$ cat config.mk
export PLATFORM = sky130hd
export DESIGN_NAME = fixed_partition_fit_allocator
export DESIGN_NICKNAME = d
export VERILOG_FILES = /design/src/hdl/fpfa_pkg.sv /design/src/hdl/fixed_partition_fit_allocator.sv /design/src/hdl/fpfa_ram.sv
export SDC_FILE = /design/constraint.sdc
export NUM_CORES = 1
export LEC_CHECK = 0
export BUFFER_PORTS_ARGS = -buffer_cell sky130_fd_sc_hd__buf_2
export CAP_MARGIN = 30
export CORE_ASPECT_RATIO = 0.5
export CORE_MARGIN = 3
export CORE_UTILIZATION = 50
export DETAILED_ROUTE_END_ITERATION = 16
export PLACE_DENSITY = 0.71
export SYNTH_ARGS = -nofsm -noshare
export SYNTH_HDL_FRONTEND = slang
export SYNTH_SLANG_ARGS = --single-unit
$ cat constraint.sdc
create_clock -name clk -period 6 [get_ports clk]
set_input_delay 0.6 -clock clk [delete_from_list [all_inputs] [get_ports clk]]
set_output_delay 0.6 -clock clk [all_outputs]
set_load 0.005 [all_outputs]
$ cat src/hdl/fpfa_pkg.sv
// shared types and codes of the fixed partition fit allocator
package fpfa_pkg;

    localparam int CMD_W      = 2;
    localparam int SIZE_KB_W  = 16;
    localparam int STATUS_W   = 2;
    localparam int PROC_W     = 8;
    localparam int PART_W     = 4;
    localparam int WASTE_W    = 16;
    localparam int FRAG_W     = 20;
    localparam int MODE_W     = 2;

    localparam logic [CMD_W-1:0] CMD_LOAD   = 2'd0;
    localparam logic [CMD_W-1:0] CMD_PLACE  = 2'd1;
    localparam logic [CMD_W-1:0] CMD_FINISH = 2'd2;

    localparam logic [STATUS_W-1:0] ST_OK     = 2'd0;
    localparam logic [STATUS_W-1:0] ST_NO_FIT = 2'd1;
    localparam logic [STATUS_W-1:0] ST_FULL   = 2'd2;
    localparam logic [STATUS_W-1:0] ST_REPORT = 2'd3;

    localparam logic [MODE_W-1:0] FIT_FIRST = 2'd0;
    localparam logic [MODE_W-1:0] FIT_BEST  = 2'd1;
    localparam logic [MODE_W-1:0] FIT_WORST = 2'd2;

    localparam logic [PROC_W-1:0] PROC_MAX = 8'd255;
    localparam logic [FRAG_W-1:0] FRAG_MAX = 20'hFFFFF;

    typedef struct packed {
        logic [CMD_W-1:0]     command;
        logic [SIZE_KB_W-1:0] size_kb;
    } in_item_t;

    typedef struct packed {
        logic [STATUS_W-1:0] status;
        logic [PROC_W-1:0]   process_index;
        logic [PART_W-1:0]   partition_index;
        logic [WASTE_W-1:0]  wastage_kb;
        logic [FRAG_W-1:0]   internal_frag_kb;
        logic [FRAG_W-1:0]   external_frag_kb;
    } out_item_t;

endpackage

$ cat src/hdl/fixed_partition_fit_allocator.sv
// fixed partition allocator: capacity ram, scan sequencer and result register
// order: a load goes from idle to the result state; place and finish first scan
//   every loaded partition through the capacity ram, then reach the result state
// flow: one item at a time; next item accepted the cycle after the result
//   moves to the output register, which waits while out_stall holds a pending beat
// reset: clears fit mode, busy marks, partition count, process counter and totals;
//   capacity ram contents stay undefined until loaded
module fixed_partition_fit_allocator #(
    parameter int MAX_PARTITIONS = 16,
    parameter int SIZE_BITS      = 16
) (
    input  logic                 clk,
    input  logic                 rst_n,
    input  logic                 cfg_valid,
    output logic                 cfg_ready,
    input  logic [1:0]           cfg_data,
    input  logic                 in_valid,
    output logic                 in_stall,
    input  fpfa_pkg::in_item_t   in_data,
    output logic                 out_valid,
    input  logic                 out_stall,
    output fpfa_pkg::out_item_t  out_data
);

    localparam int IDX_W = (MAX_PARTITIONS > 1) ? $clog2(MAX_PARTITIONS) : 1;
    localparam int CNT_W = $clog2(MAX_PARTITIONS + 1);
    localparam int SUM_W = ((SIZE_BITS > fpfa_pkg::FRAG_W) ? SIZE_BITS : fpfa_pkg::FRAG_W) + 1;

    typedef enum logic [2:0] {
        S_IDLE   = 3'b001,
        S_SCAN   = 3'b010,
        S_RESULT = 3'b100
    } state_t;

    state_t                          state_reg, state_next;
    logic [fpfa_pkg::MODE_W-1:0]     mode_reg, mode_next;
    logic [CNT_W-1:0]                count_reg, count_next;
    logic [fpfa_pkg::PROC_W-1:0]     proc_reg, proc_next;
    logic [fpfa_pkg::FRAG_W-1:0]     internal_reg, internal_next;
    logic [MAX_PARTITIONS-1:0]       busy_reg, busy_next;
    logic [CNT_W-1:0]                ptr_reg, ptr_next;
    logic                            rd_valid_reg, rd_valid_next;
    logic                            found_reg, found_next;
    logic                            out_valid_reg, out_valid_next;

    logic [fpfa_pkg::CMD_W-1:0]      cmd_reg, cmd_next;
    logic [SIZE_BITS-1:0]            size_reg, size_next;
    logic [IDX_W-1:0]                rd_idx_reg, rd_idx_next;
    logic [IDX_W-1:0]                pick_reg, pick_next;
    logic [SIZE_BITS-1:0]            pick_cap_reg, pick_cap_next;
    logic [fpfa_pkg::FRAG_W-1:0]     ext_reg, ext_next;
    fpfa_pkg::out_item_t             res_reg, res_next;
    fpfa_pkg::out_item_t             out_data_reg, out_data_next;

    logic                            in_fire;
    logic                            out_free;
    logic                            issue;
    logic                            scan_end;
    logic                            fits;
    logic [47:0]                     size_wide;
    logic [SIZE_BITS-1:0]            size_in;
    logic                            ram_wr_en;
    logic [IDX_W-1:0]                ram_wr_addr;
    logic [SIZE_BITS-1:0]            rd_data;
    logic [SIZE_BITS-1:0]            waste;
    logic [SUM_W-1:0]                int_sum;
    logic [SUM_W-1:0]                ext_sum;
    logic [31:0]                     pick_wide;
    logic [31:0]                     count_wide;
    logic [31:0]                     waste_wide;
    logic [fpfa_pkg::FRAG_W-1:0]     int_sat;

    assign cfg_ready = 1'b1;
    assign in_stall  = (state_reg != S_IDLE);
    assign in_fire   = in_valid && !in_stall;
    assign out_free  = !out_valid_reg || !out_stall;
    assign out_valid = out_valid_reg;
    assign out_data  = out_data_reg;

    assign size_wide = {32'd0, in_data.size_kb};
    assign size_in   = size_wide[SIZE_BITS-1:0];

    assign issue    = (state_reg == S_SCAN) && (ptr_reg < count_reg);
    assign scan_end = (state_reg == S_SCAN) && (ptr_reg == count_reg) && !rd_valid_reg;
    assign fits     = !busy_reg[rd_idx_reg] && (rd_data >= size_reg);

    assign ram_wr_en   = in_fire && (in_data.command == fpfa_pkg::CMD_LOAD)
                         && (count_reg < CNT_W'(MAX_PARTITIONS));
    assign ram_wr_addr = count_reg[IDX_W-1:0];

    assign waste      = pick_cap_reg - size_reg;
    assign int_sum    = SUM_W'(internal_reg) + SUM_W'(waste);
    assign int_sat    = (int_sum > SUM_W'(fpfa_pkg::FRAG_MAX)) ? fpfa_pkg::FRAG_MAX
                                                               : int_sum[fpfa_pkg::FRAG_W-1:0];
    assign ext_sum    = SUM_W'(ext_reg) + SUM_W'(rd_data);
    assign pick_wide  = 32'(pick_reg);
    assign count_wide = 32'(count_reg);
    assign waste_wide = 32'(waste);

    fpfa_ram #(
        .WIDTH (SIZE_BITS),
        .DEPTH (MAX_PARTITIONS)
    ) u_cap_ram (
        .clk     (clk),
        .wr_en   (ram_wr_en),
        .wr_addr (ram_wr_addr),
        .wr_data (size_in),
        .rd_en   (issue),
        .rd_addr (ptr_reg[IDX_W-1:0]),
        .rd_data (rd_data)
    );

    always_comb
    begin
        state_next     = state_reg;
        mode_next      = mode_reg;
        count_next     = count_reg;
        proc_next      = proc_reg;
        internal_next  = internal_reg;
        busy_next      = busy_reg;
        ptr_next       = ptr_reg;
        rd_valid_next  = issue;
        found_next     = found_reg;
        out_valid_next = out_valid_reg;
        cmd_next       = cmd_reg;
        size_next      = size_reg;
        rd_idx_next    = ptr_reg[IDX_W-1:0];
        pick_next      = pick_reg;
        pick_cap_next  = pick_cap_reg;
        ext_next       = ext_reg;
        res_next       = res_reg;
        out_data_next  = out_data_reg;

        if (cfg_valid && cfg_ready)
        begin
            mode_next = cfg_data;
        end

        if (out_valid_reg && !out_stall)
        begin
            out_valid_next = 1'b0;
        end

        if (issue)
        begin
            ptr_next = ptr_reg + 1'b1;
        end

        // one capacity per beat of the ram
        if (rd_valid_reg)
        begin
            if (cmd_reg == fpfa_pkg::CMD_PLACE)
            begin
                if (fits)
                begin
                    if (!found_reg)
                    begin
                        found_next    = 1'b1;
                        pick_next     = rd_idx_reg;
                        pick_cap_next = rd_data;
                    end
                    else if ((mode_reg == fpfa_pkg::FIT_BEST) && (rd_data < pick_cap_reg))
                    begin
                        pick_next     = rd_idx_reg;
                        pick_cap_next = rd_data;
                    end
                    else if ((mode_reg == fpfa_pkg::FIT_WORST) && (rd_data > pick_cap_reg))
                    begin
                        pick_next     = rd_idx_reg;
                        pick_cap_next = rd_data;
                    end
                end
            end
            else if (!busy_reg[rd_idx_reg])
            begin
                ext_next = (ext_sum > SUM_W'(fpfa_pkg::FRAG_MAX))
                           ? fpfa_pkg::FRAG_MAX : ext_sum[fpfa_pkg::FRAG_W-1:0];
            end
        end

        case (state_reg)
            S_IDLE:
            begin
                if (in_fire)
                begin
                    cmd_next   = in_data.command;
                    size_next  = size_in;
                    ptr_next   = '0;
                    found_next = 1'b0;
                    ext_next   = '0;
                    res_next.status           = fpfa_pkg::ST_OK;
                    res_next.process_index    = '0;
                    res_next.partition_index  = '0;
                    res_next.wastage_kb       = '0;
                    res_next.internal_frag_kb = internal_reg;
                    res_next.external_frag_kb = '0;
                    case (in_data.command)
                        fpfa_pkg::CMD_LOAD:
                        begin
                            if (ram_wr_en)
                            begin
                                res_next.partition_index = count_wide[fpfa_pkg::PART_W-1:0];
                                busy_next[ram_wr_addr]   = 1'b0;
                                count_next               = count_reg + 1'b1;
                            end
                            else
                            begin
                                res_next.status = fpfa_pkg::ST_FULL;
                            end
                            state_next = S_RESULT;
                        end
                        fpfa_pkg::CMD_PLACE, fpfa_pkg::CMD_FINISH:
                        begin
                            state_next = S_SCAN;
                        end
                        default:
                        begin
                            state_next = S_IDLE;
                        end
                    endcase
                end
            end
            S_SCAN:
            begin
                if (scan_end)
                begin
                    res_next.wastage_kb       = '0;
                    res_next.partition_index  = '0;
                    res_next.external_frag_kb = '0;
                    res_next.internal_frag_kb = internal_reg;
                    if (cmd_reg == fpfa_pkg::CMD_PLACE)
                    begin
                        res_next.process_index = proc_reg;
                        if (proc_reg != fpfa_pkg::PROC_MAX)
                        begin
                            proc_next = proc_reg + 1'b1;
                        end
                        if (found_reg)
                        begin
                            res_next.status           = fpfa_pkg::ST_OK;
                            res_next.partition_index  = pick_wide[fpfa_pkg::PART_W-1:0];
                            res_next.wastage_kb       = waste_wide[fpfa_pkg::WASTE_W-1:0];
                            res_next.internal_frag_kb = int_sat;
                            internal_next             = int_sat;
                            busy_next[pick_reg]       = 1'b1;
                        end
                        else
                        begin
                            res_next.status = fpfa_pkg::ST_NO_FIT;
                        end
                    end
                    else
                    begin
                        res_next.status           = fpfa_pkg::ST_REPORT;
                        res_next.process_index    = '0;
                        res_next.external_frag_kb = ext_reg;
                        busy_next                 = '0;
                        proc_next                 = '0;
                        internal_next             = '0;
                    end
                    state_next = S_RESULT;
                end
            end
            S_RESULT:
            begin
                if (out_free)
                begin
                    out_data_next  = res_reg;
                    out_valid_next = 1'b1;
                    state_next     = S_IDLE;
                end
            end
            default:
            begin
                state_next = S_IDLE;
            end
        endcase
    end

    always_ff @(posedge clk or negedge rst_n)
    begin
        if (!rst_n)
        begin
            state_reg     <= S_IDLE;
            mode_reg      <= fpfa_pkg::FIT_FIRST;
            count_reg     <= '0;
            proc_reg      <= '0;
            internal_reg  <= '0;
            busy_reg      <= '0;
            ptr_reg       <= '0;
            rd_valid_reg  <= 1'b0;
            found_reg     <= 1'b0;
            out_valid_reg <= 1'b0;
        end
        else
        begin
            state_reg     <= state_next;
            mode_reg      <= mode_next;
            count_reg     <= count_next;
            proc_reg      <= proc_next;
            internal_reg  <= internal_next;
            busy_reg      <= busy_next;
            ptr_reg       <= ptr_next;
            rd_valid_reg  <= rd_valid_next;
            found_reg     <= found_next;
            out_valid_reg <= out_valid_next;
        end
    end

    always_ff @(posedge clk)
    begin
        cmd_reg      <= cmd_next;
        size_reg     <= size_next;
        rd_idx_reg   <= rd_idx_next;
        pick_reg     <= pick_next;
        pick_cap_reg <= pick_cap_next;
        ext_reg      <= ext_next;
        res_reg      <= res_next;
        out_data_reg <= out_data_next;
    end

    a_count_bound: assert property (@(posedge clk) disable iff (!rst_n)
        count_reg <= CNT_W'(MAX_PARTITIONS))
        else $error("partition count beyond table depth");

    a_read_in_scan: assert property (@(posedge clk) disable iff (!rst_n)
        rd_valid_reg |-> (state_reg == S_SCAN))
        else $error("ram read data outside a scan");

    a_place_marks_busy: assert property (@(posedge clk) disable iff (!rst_n)
        (scan_end && (cmd_reg == fpfa_pkg::CMD_PLACE) && found_reg)
        |=> busy_reg[$past(pick_reg)])
        else $error("placed partition not marked busy");

    a_finish_clears: assert property (@(posedge clk) disable iff (!rst_n)
        (scan_end && (cmd_reg == fpfa_pkg::CMD_FINISH))
        |=> ((busy_reg == '0) && (internal_reg == '0) && (proc_reg == '0)))
        else $error("finish left allocation state behind");

    a_result_from_stage: assert property (@(posedge clk) disable iff (!rst_n)
        $rose(out_valid_reg) |-> $past(state_reg == S_RESULT))
        else $error("output beat not loaded from result stage");

endmodule

$ cat src/hdl/fpfa_ram.sv
// generic single write port, single read port ram with registered read
module fpfa_ram #(
    parameter int WIDTH = 16,
    parameter int DEPTH = 16
) (
    input  logic                                  clk,
    input  logic                                  wr_en,
    input  logic [(DEPTH > 1 ? $clog2(DEPTH) : 1)-1:0] wr_addr,
    input  logic [WIDTH-1:0]                      wr_data,
    input  logic                                  rd_en,
    input  logic [(DEPTH > 1 ? $clog2(DEPTH) : 1)-1:0] rd_addr,
    output logic [WIDTH-1:0]                      rd_data
);

    logic [WIDTH-1:0] mem [DEPTH];
    logic [WIDTH-1:0] rd_data_reg;

    always_ff @(posedge clk)
    begin
        if (wr_en)
        begin
            mem[wr_addr] <= wr_data;
        end
        if (rd_en)
        begin
            rd_data_reg <= mem[rd_addr];
        end
    end

    assign rd_data = rd_data_reg;

endmodule

==> impl_metrics.yaml <==
outcome:
  status: "complete, no violations"
floorplan:
  io_pins: 98
  start_util_pct: 51.3
  row_count: 55
  die_y_um: 159
  dieArea_sq_um: 49700
  die_w_um: 312
  core_area_sq_um: 45800
critical_path:
  critical_path_class: "reg -> reg"
  critPathMaxFanout: 15
  arrival_ns: 5.19
  rr_endpoint: "res_reg[35]$_DFFE_PP_"
  r2r_start: "pick_cap_reg[0]$_DFFE_PP_"
  worstSetupStartpointType: "register"
  crit_path_end_kind: "register"
  cp.required_ns: 6.33
  reg2reg_depth: 18
  rrSetupSlack_ns: 1.14
global_routing:
  grt-ovfl-total: 0
  grt.total_usage_pct: 20.2
  grt_pass1_wl_um: 78600
  grt_pass1_vias: 13500
  grt_max_degree: 63
  antenna_found_initial: 2
power_and_ir_drop:
  ir_drop_uv: 237
  comb_power_share_pct: 18.8
  p_leak_nw: 9.72
  power.density_nw_per_um2: 369
  switching_share_pct: 27.2
  sequentialPowerShare_pct: 48.8
  p_clk_share_pct: 32.3
  p_switching_mw: 2.66
  p_int_mw: 7.11
synth:
  ys_ff_latch: 536
  ys_types: 78
  syn-cell-area_sq_um: 23500
  yosys.area_share.simple_pct: 7.10
  yosysWarnings: 0
  seq_area_frac_synth_pct: 66.3
  synth_area_leader_cell: "edfxtp_1"
  synth_cells: 1644
  synth_edf_count: 450
  yosysMostFrequentCell: "edfxtp_1"
  synth_compound_area_share_pct: 10.8
  syn_nets: 1766
  synthAdderAreaFrac_pct: 5.27
  avgSynthCellArea_sq_um: 14.3
  synthArstFlopShare_pct: 11.6
  netlist.area_leader.share_pct: 57.6
  synth_mux_area_share_pct: 6.86
  synth_top_family_by_area: "compound AO/OA/AOI/OAI gates"
  synthTopCellsByCount: "edfxtp_1, o21ai_0, ha_1"
  synth_flop_cell: "edfxtp_1"
  netlist_top_cells_area: "edfxtp_1, dfrtp_1, ha_1"
  synth_xor_area_share_pct: 1.49
final_layout:
  drive_gt1_share_pct: 17.0
  nets: 1884
  area_growth_pct: 12.8
  post-route-util_pct: 57.8
  largest_reg_flops: 256
  antenna_cells: 0
drt:
  ant_nets: 0
  wl_per_cell_um: 20.8
  drtPass1Iterations: 7
  drc: 0
  vias: 13900
  drtIter0Drc: 1246
  vias_per_cell: 5.73
  routed_wl_um: 50500
clock_tree:
  post_cts_buffers: 0
  cts.path.max_buffers: 3
  cts_made_buffers: 47
  clk_latency_ns: 0.58
  cts-resized-gates: 0
  cts_tree: "yes"
  cts-root-buf: "clkbuf_16"
  cts.sinks: 536
  hold_buffers: 0
  cts_max_level: 2
  path_clk_slew_ns: 0.07
sta:
  rsz0062_at_grt: "false"
  maxSlewHeadroom_pct: 37.0
  fin_tns_setup_ns: 0
  fmax_ghz: 0.206
  setup_violations: 0
  timing.final.crit_share_pct: 81.0
  worst_slew_pin_slew_ns: 0.941
  fin_worst_skew_ns: 0.0207
  hold_viol_final: 0
  slew_violations: 0
  period_needed_ns: 4.86
job:
  drv_cap: 0
place:
  dp_hpwl_um: 32900
  place.gp.congestion: 0.877
  io_buffers: 96
hold_path:
  hp-class: "in -> async"
cells in the final DEF, fill, tap and decap left out, types with 36 or more instances in the layout:
master and instances:
buf_2 96, o21ai_0 122, inv_1 66, nor2_1 89, mux4_2 36, clkbuf_16 47, edfxtp_1 450, ha_1 94
a21oi_1 79, dfrtp_1 60, and3_1 37, mux2i_1 55, nand2_1 86
cell families (layout without fill, tap and decap cells):
| group | count (synthesis) | after routing |
|---|---|---|
| AOI/OAI and AO/OA | 389 | 389 |
| xor gates and xnor gates | 40 | 40 |
| adders and majority gates | 97 | 97 |
| buffers and inverters | 131 | 288 |
| DFF | 536 | 536 |
| muxes | 113 | 113 |
| other | 1 | 1 |
| and+or+nand+nor | 337 | 337 |
area by class of cell:
class	instances	area [sq um]
Clock buffer	64	1300
Clock inverter	24	310
Fill cell	3565	19300
Inverter	66	248
Multi-Input combinational cell	977	7460
Sequential cell	536	15500
Tap cell	627	785
Timing Repair Buffer	134	810
through the flow:
stage                     area [sq um]  setup WS (ns)  cells  hold slack, ns  total power [mW]
after global routing             26500          0.816   2428           0.225              10.2
after detailed placement         24900           1.22   2340           0.405              6.69
after global placement           24800           1.31   2334           0.401              6.65
after floorplan                  23500        0.00437   1644           0.304              6.17
after CTS                        26500           1.21   2428           0.226              9.84
final                            26500           1.14   2428           0.220              9.77
worst max path at each step:
stage | start | to | slack, ns
2_1_floorplan | ptr_reg[0]$_DFF_PN0_ | res_reg[0]$_SDFFCE_PP0P_ | 0.004
3_3_place_gp | pick_cap_reg[0]$_DFFE_PP_ | res_reg[33]$_DFFE_PP_ | 1.31
3_5_place_dp | pick_cap_reg[0]$_DFFE_PP_ | res_reg[35]$_DFFE_PP_ | 1.22
4_1_cts | pick_cap_reg[0]$_DFFE_PP_ | res_reg[35]$_DFFE_PP_ | 1.21
5_1_grt | pick_cap_reg[0]$_DFFE_PP_ | res_reg[35]$_DFFE_PP_ | 0.82
6_report | pick_cap_reg[0]$_DFFE_PP_ | res_reg[35]$_DFFE_PP_ | 1.14
worst max-delay path, cell delays in order, from the launching register on:
cell and delay [ns]:
edfxtp_1 0.41, inv_1 0.07, ha_1 0.16, inv_1 0.06, fa_1 0.41, a21o_1 0.19
a211oi_1 0.46, o21ai_0 0.19, a31o_2 0.28, a21oi_1 0.17, xnor2_1 0.12, ha_1 0.24
a21o_1 0.19, or3_1 0.36, a2111oi_2 0.38, a211oi_2 0.18, nand3_2 0.27, o21ai_0 0.19
mux2_2 0.29
per-layer routing:
layer  up-vias  global-route usage [%]  part of all wire [%]
met5         -                       0                     0
met4         0                    3.78                   1.5
met3        63                    3.59                   6.7
met2       419                    31.1                    45
met1      6868                    30.4                    47
li1       6565                       -                     -
power by group through the flow:
| stage | Combinational [mW] | Clock (mW) | Sequential [mW] |
|---|---|---|---|
| floorplan | 1.38 | 0 | 4.79 |
| global placement | 1.81 | 0 | 4.85 |
| detailed placement | 1.83 | 0 | 4.85 |
| CTS | 1.84 | 3.22 | 4.78 |
| global route | 2.04 | 3.38 | 4.81 |
| finish | 1.84 | 3.16 | 4.77 |
No activity file was read; power rests on OpenSTA's default activity.
